### src/hdl/tpc_pkg.sv
// tpc_pkg: shared types, widths and helpers for the triangle plane clipper
// depends on nothing; every other hdl file uses it
package tpc_pkg;

  localparam int unsigned COORD_W       = 24;
  localparam int unsigned NORM_W        = 16;
  localparam int unsigned PROD_W        = COORD_W + 1 + NORM_W;
  localparam int unsigned D_W           = PROD_W + 2;
  localparam int unsigned DEN_W         = D_W + 1;
  localparam int unsigned DIV_W         = 32;
  localparam int unsigned SH_W          = $clog2(DEN_W - DIV_W + 1);
  localparam int unsigned T_BITS        = 28;
  localparam int unsigned T_W           = T_BITS + 1;
  localparam int unsigned DIV_STEPS     = T_W;
  localparam int unsigned DIV_PER_STAGE = 4;
  localparam int unsigned DIV_STAGES    = (DIV_STEPS + DIV_PER_STAGE - 1) / DIV_PER_STAGE;
  localparam int unsigned LERP_LAT      = 2;
  localparam int unsigned CFG_IDX_W     = 3;
  localparam int unsigned CFG_DATA_W    = 24;

  typedef enum logic [CFG_IDX_W-1:0] {
    CFG_NORMAL_X  = 3'd0,
    CFG_NORMAL_Y  = 3'd1,
    CFG_NORMAL_Z  = 3'd2,
    CFG_POINT_X   = 3'd3,
    CFG_POINT_Y   = 3'd4,
    CFG_POINT_Z   = 3'd5,
    CFG_KEEP_FRONT = 3'd6
  } cfg_idx_e;

  typedef logic signed [COORD_W-1:0] coord_t;
  typedef logic signed [NORM_W-1:0]  norm_t;

  typedef struct packed {
    coord_t x;
    coord_t y;
    coord_t z;
  } vec_t;

  // element 0 is the first vertex
  typedef vec_t [2:0] tri_t;

  typedef struct packed {
    coord_t a_x;
    coord_t a_y;
    coord_t a_z;
    coord_t b_x;
    coord_t b_y;
    coord_t b_z;
    coord_t c_x;
    coord_t c_y;
    coord_t c_z;
  } req_t;

  typedef struct packed {
    coord_t out_a_x;
    coord_t out_a_y;
    coord_t out_a_z;
    coord_t out_b_x;
    coord_t out_b_y;
    coord_t out_b_z;
    coord_t out_c_x;
    coord_t out_c_y;
    coord_t out_c_z;
    logic   last;
  } result_t;

  typedef struct packed {
    norm_t [2:0] normal;
    vec_t        point;
    logic        keep_front;
  } cfg_t;

  // kept-vertex count and the odd vertex out
  typedef struct packed {
    logic [1:0] cnt;
    logic [1:0] sel;
  } cls_t;

  function automatic coord_t axis(vec_t v, logic [1:0] j);
    coord_t r;
    case (j)
      2'd0:    r = v.x;
      2'd1:    r = v.y;
      default: r = v.z;
    endcase
    return r;
  endfunction

  function automatic tri_t to_tri(req_t q);
    tri_t t;
    t[0] = '{x: q.a_x, y: q.a_y, z: q.a_z};
    t[1] = '{x: q.b_x, y: q.b_y, z: q.b_z};
    t[2] = '{x: q.c_x, y: q.c_y, z: q.c_z};
    return t;
  endfunction

  function automatic result_t to_result(tri_t t, logic last);
    result_t r;
    r.out_a_x = t[0].x;
    r.out_a_y = t[0].y;
    r.out_a_z = t[0].z;
    r.out_b_x = t[1].x;
    r.out_b_y = t[1].y;
    r.out_b_z = t[1].z;
    r.out_c_x = t[2].x;
    r.out_c_y = t[2].y;
    r.out_c_z = t[2].z;
    r.last    = last;
    return r;
  endfunction

endpackage

### src/hdl/tpc_div.sv
// tpc_div: pipelined restoring divider giving the edge parameter t in unsigned q1.28
// depends on tpc_pkg; numerator must not exceed the denominator
module tpc_div (
  input  logic                       clk_i,
  input  logic                       rst_ni,
  input  logic                       valid_i,
  input  logic [tpc_pkg::DIV_W-1:0]  an_i,
  input  logic [tpc_pkg::DIV_W-1:0]  ad_i,
  input  logic                       zero_i,
  output logic                       valid_o,
  output logic [tpc_pkg::T_W-1:0]    t_o
);
  import tpc_pkg::*;

  localparam int unsigned LAST = DIV_STAGES - 1;

  logic [DIV_W:0]   r_in  [DIV_STAGES];
  logic [DIV_W-1:0] ad_in [DIV_STAGES];
  logic [T_W-1:0]   q_in  [DIV_STAGES];
  logic             z_in  [DIV_STAGES];
  logic             v_in  [DIV_STAGES];

  logic [DIV_W:0]   r_d   [DIV_STAGES];
  logic [T_W-1:0]   q_d   [DIV_STAGES];

  logic [DIV_W:0]   r_q   [LAST];
  logic [DIV_W-1:0] ad_q  [LAST];
  logic [T_W-1:0]   q_q   [DIV_STAGES];
  logic             z_q   [DIV_STAGES];
  logic             v_q   [DIV_STAGES];

  assign r_in[0]  = {1'b0, an_i};
  assign ad_in[0] = ad_i;
  assign q_in[0]  = '0;
  assign z_in[0]  = zero_i;
  assign v_in[0]  = valid_i;

  for (genvar s = 0; s < DIV_STAGES; s++) begin : g_stage
    if (s > 0) begin : g_link
      assign r_in[s]  = r_q[s-1];
      assign ad_in[s] = ad_q[s-1];
      assign q_in[s]  = q_q[s-1];
      assign z_in[s]  = z_q[s-1];
      assign v_in[s]  = v_q[s-1];
    end

    always_comb begin
      logic [DIV_W:0] r;
      logic [T_W-1:0] q;
      int             g;
      r = r_in[s];
      q = q_in[s];
      for (int j = 0; j < DIV_PER_STAGE; j++) begin
        g = s * DIV_PER_STAGE + j;
        if (g < DIV_STEPS) begin
          // first quotient bit weighs 2^28 and needs no shift
          if (g != 0) r = {r[DIV_W-1:0], 1'b0};
          if (r >= {1'b0, ad_in[s]}) begin
            r = r - {1'b0, ad_in[s]};
            q[T_W-1-g] = 1'b1;
          end
        end
      end
      r_d[s] = r;
      q_d[s] = q;
    end

    always_ff @(posedge clk_i or negedge rst_ni) begin
      if (!rst_ni) begin
        v_q[s] <= 1'b0;
      end else begin
        v_q[s] <= v_in[s];
      end
    end

    always_ff @(posedge clk_i) begin
      q_q[s] <= q_d[s];
      z_q[s] <= z_in[s];
    end

    if (s < LAST) begin : g_carry
      always_ff @(posedge clk_i) begin
        r_q[s]  <= r_d[s];
        ad_q[s] <= ad_in[s];
      end
    end
  end

  assign valid_o = v_q[LAST];
  assign t_o     = z_q[LAST] ? '0 : q_q[LAST];

endmodule

### config.mk
export PLATFORM = sky130hd
export DESIGN_NAME = tpc_div
export DESIGN_NICKNAME = d
export VERILOG_FILES = /design/src/hdl/tpc_pkg.sv /design/src/hdl/tpc_div.sv
export SDC_FILE = /design/constraint.sdc
export NUM_CORES = 2
export LEC_CHECK = 0
export ABC_AREA = 1
export BUFFER_PORTS_ARGS = -buffer_cell sky130_fd_sc_hd__buf_2
export CAP_MARGIN = 5
export CORE_MARGIN = 1.5
export CORE_UTILIZATION = 40
export DETAILED_ROUTE_END_ITERATION = 7
export PLACE_DENSITY = 0.66
export REMOVE_ABC_BUFFERS = 1
export SLEW_MARGIN = 0
export SYNTH_ARGS = -nofsm -noshare
export SYNTH_HDL_FRONTEND = slang
export SYNTH_SLANG_ARGS = --single-unit
### constraint.sdc
create_clock -name clk_i -period 9.6 [get_ports clk_i]
set_clock_uncertainty 0.1 [all_clocks]
set_input_delay 0.96 -clock clk_i [delete_from_list [all_inputs] [get_ports clk_i]]
set_output_delay 0.96 -clock clk_i [all_outputs]
set_load 0.05 [all_outputs]
==> impl_metrics.json <==
{
  "ios": 98,
  "synthTopCellsByArea": "nand2_1 21%, dfxtp_1 16%, ha_1 15%",
  "cts_buffers": 75,
  "fin_crit_ps": 9040,
  "r2r_slack_ps": 560,
  "grt_pass1_vias": 80600,
  "outcome": "finished, final reports clean",
  "cpMostUsedCell": "nand2_1",
  "drt-wirelength-per-cell_um": 19.2,
  "clk_pin_slew_ps": 70,
  "wl_um": 314000,
  "arrival_ps": 9560,
  "required_ps": 10120,
  "chipHeight_um": 439,
  "fp.dieArea_um2": 193000,
  "max_stage_delay_ps": 680,
  "finalHoldViolations": 0,
  "cts_max_level": 3,
  "dr.pass1.iters": 7,
  "synthCells": 12700,
  "crit_path_max_fanout": 34,
  "synth.distinct_cells": 71,
  "clkSinkCount": 605,
  "synth-main-ff-cell": "dfxtp_1",
  "gp_congestion": 1.03,
  "hpwl_um": 267000,
  "hold_class": "reg -> reg",
  "fin_nets": 14800,
  "fmax_mhz": 111,
  "antenna_left": 0,
  "rows": 159,
  "synth_top_area_share_pct": 20.7,
  "clock_latency_ps": 740,
  "cts_tree": "yes",
  "drv_cap": 0,
  "synth_warnings": 0,
  "slew_viol_final": 0,
  "vias_per_cell": 5.29,
  "netlist_area_um2": 76200,
  "clockBufferDepth": 3,
  "async_reset_ff_share_pct": 1.32,
  "synth_seq_cells": 605,
  "synth_edf_count": 0,
  "numPortBuffers": 97,
  "numPlacedInstances": 16200,
  "area_delta_synth_final_pct": 20.0,
  "final_area_um2": 91400,
  "drtIter0Drc": 7890,
  "core_region_area_um2": 188000,
  "holdWs_ps": 212,
  "fin_cells": 16400,
  "endpoint_kind": "flop",
  "drc": 0,
  "yosysSeqAreaShare_pct": 16.0,
  "synth.avg_cell_area_um2": 6.01,
  "period_share_pct": 94.2,
  "root_buffer": "clkbuf_16",
  "grt_first_pass_wirelength_um": 469000,
  "grt_antenna_before_repair": 16,
  "grt.total_usage_pct": 31.2,
  "timing.slew.headroom_pct": 43.2,
  "start_kind": "flop",
  "place_area_um2": 87600,
  "synth_top_cell_by_area": "nand2_1",
  "critPathSlowestCell": "o21ai_0",
  "tightest_slew_ps": 850,
  "drive_gt1_share_pct": 13.3,
  "setup_viol": 0,
  "die_x_um": 439,
  "start_util_pct": 40.4,
  "vias": 86600,
  "crit_type": "reg -> reg",
  "grt_max_degree": 45,
  "gr-total-overflow": 0
}
-- Yosys cell counts (6+ instances only) --
cell      number
o221ai_1       7
buf_2         99
nand3b_1      48
o21a_1        54
nor4_1        57
nor3b_1        6
inv_2         30
a21oi_1      968
nor2_1       999
nand3_4        7
buf_1          8
a21boi_0      33
xnor2_1      314
dfrtp_1        8
and3_1         7
nand3_1      791
o211ai_1      35
fa_1           8
or2_2         53
nand4_1      134
xor2_1       396
a31oi_1       68
ha_1         907
nor3_1       147
o21ai_2       40
nor2_4         6
clkbuf_1      27
a221oi_1      20
o21ai_0      593
nor2_2        33
nand2_2       25
o21bai_1      69
o21ai_1       96
nand3_2       18
a211oi_1      24
inv_1       1514
o31ai_1       11
a41oi_1        6
dfxtp_1      597
inv_4          6
buf_4         44
buf_6         29
a21o_1        71
nand2_1     4198
a21boi_1       7
-- routing by layer --
metal / up-vias / part of all wire, % / track usage, %
met5: - / 0.017 / 0
met4: 8 / 5.4 / 15.6
met3: 604 / 7.2 / 4.51
met2: 2961 / 44 / 50.3
met1: 39200 / 44 / 40.5
li1: 43800 / - / -
-- cell families (layout without fill, tap and decap cells) --
group,Yosys count,in the layout,share of synthesized area (%)
flip-flops,605,605,16.0
AND/OR/NAND/NOR,6548,6550,35.6
XOR/XNOR,710,710,8.16
AO/OA/AOI/OAI,2138,2138,15.8
buffers and inverters,1762,2965,9.38
other,0,4,0
adder cells (fa/ha/maj),915,915,15.1
-- critical path: cells and delay by family (launching register included) --
kind | cells | cell delay, ps
AND/OR/NAND/NOR | 27 | 3480
AO/OA/AOI/OAI | 11 | 2470
adder cells (fa/ha/maj) | 4 | 1490
buffers and inverters | 4 | 740
flip-flops | 1 | 480
XOR/XNOR | 1 | 150
-- final timing paths --
| check | startpoint | end | depth (start not counted) |
|---|---|---|---|
| max in group asynchronous | rst_ni | v_in[1]$_DFF_PN0_ | 2 |
| min reg2reg | q_q[0][112]$_DFF_P_ | q_q[1][25]$_DFF_P_ | 0 |
| max | ad_q[4][1]$_DFF_P_ | r_q[5][12]$_DFF_P_ | 47 |
| min | q_q[0][112]$_DFF_P_ | q_q[1][25]$_DFF_P_ | 0 |
| max reg2reg | ad_q[4][1]$_DFF_P_ | r_q[5][12]$_DFF_P_ | 47 |
| min in group asynchronous | rst_ni | v_in[5]$_DFF_PN0_ | 2 |
-- cells in the final DEF (no fill, tap or decap), types with 97 or more instances in the layout --
cell type	count
xnor2_1	314
buf_2	97
dfxtp_1	552
nor3_1	140
buf_4	1125
nand2_1	4196
nand3_1	789
a21oi_1	947
o21ai_0	552
nand4_1	134
ha_1	874
xor2_1	396
nor2_1	986
inv_1	1470
o21ai_1	130
-- sequential cells by signal, indices dropped and copies added, names as in the netlist --
name     flops
r_q        224
z_q          8
v_in         7
q_q        141
ad_q       224
valid_o      1
-- stage by stage --
| step | setup WS, ps | setup TNS (ps) | util [%] |
|---|---|---|---|
| floorplan | -757 | -55240 | - |
| global route | -40.5 | -179 | 48.5 |
| detailed placement | -201 | -6020 | 46.5 |
| finish | 560 | 0 | 48.5 |
| global placement | -206 | -6240 | 46.5 |
| CTS | 55.8 | 0 | 47.9 |
-- repair_timing --
action,4_1_cts,5_1_grt
resized for setup,0,270
buffers inserted,0,32
hold buffers,1,0
setup endpoints to repair,0,231
hold endpoints to repair,8,0
-- layout make-up --
| cell class | count | area (um^2) |
|---|---|---|
| multi-input combinational | 10300 | 57500 |
| fill | 20100 | 97000 |
| tap | 2495 | 3120 |
| antenna | 4 | 10.0 |
| inverter | 1555 | 5970 |
| timing repair buffer | 1273 | 9880 |
| clock buffer | 91 | 2030 |
| clock inverter | 46 | 649 |
| sequential | 605 | 12200 |
Power is left out: the tool's default activity adds up to more than one toggle a clock period on the data nets, which glitch-free logic cannot reach.
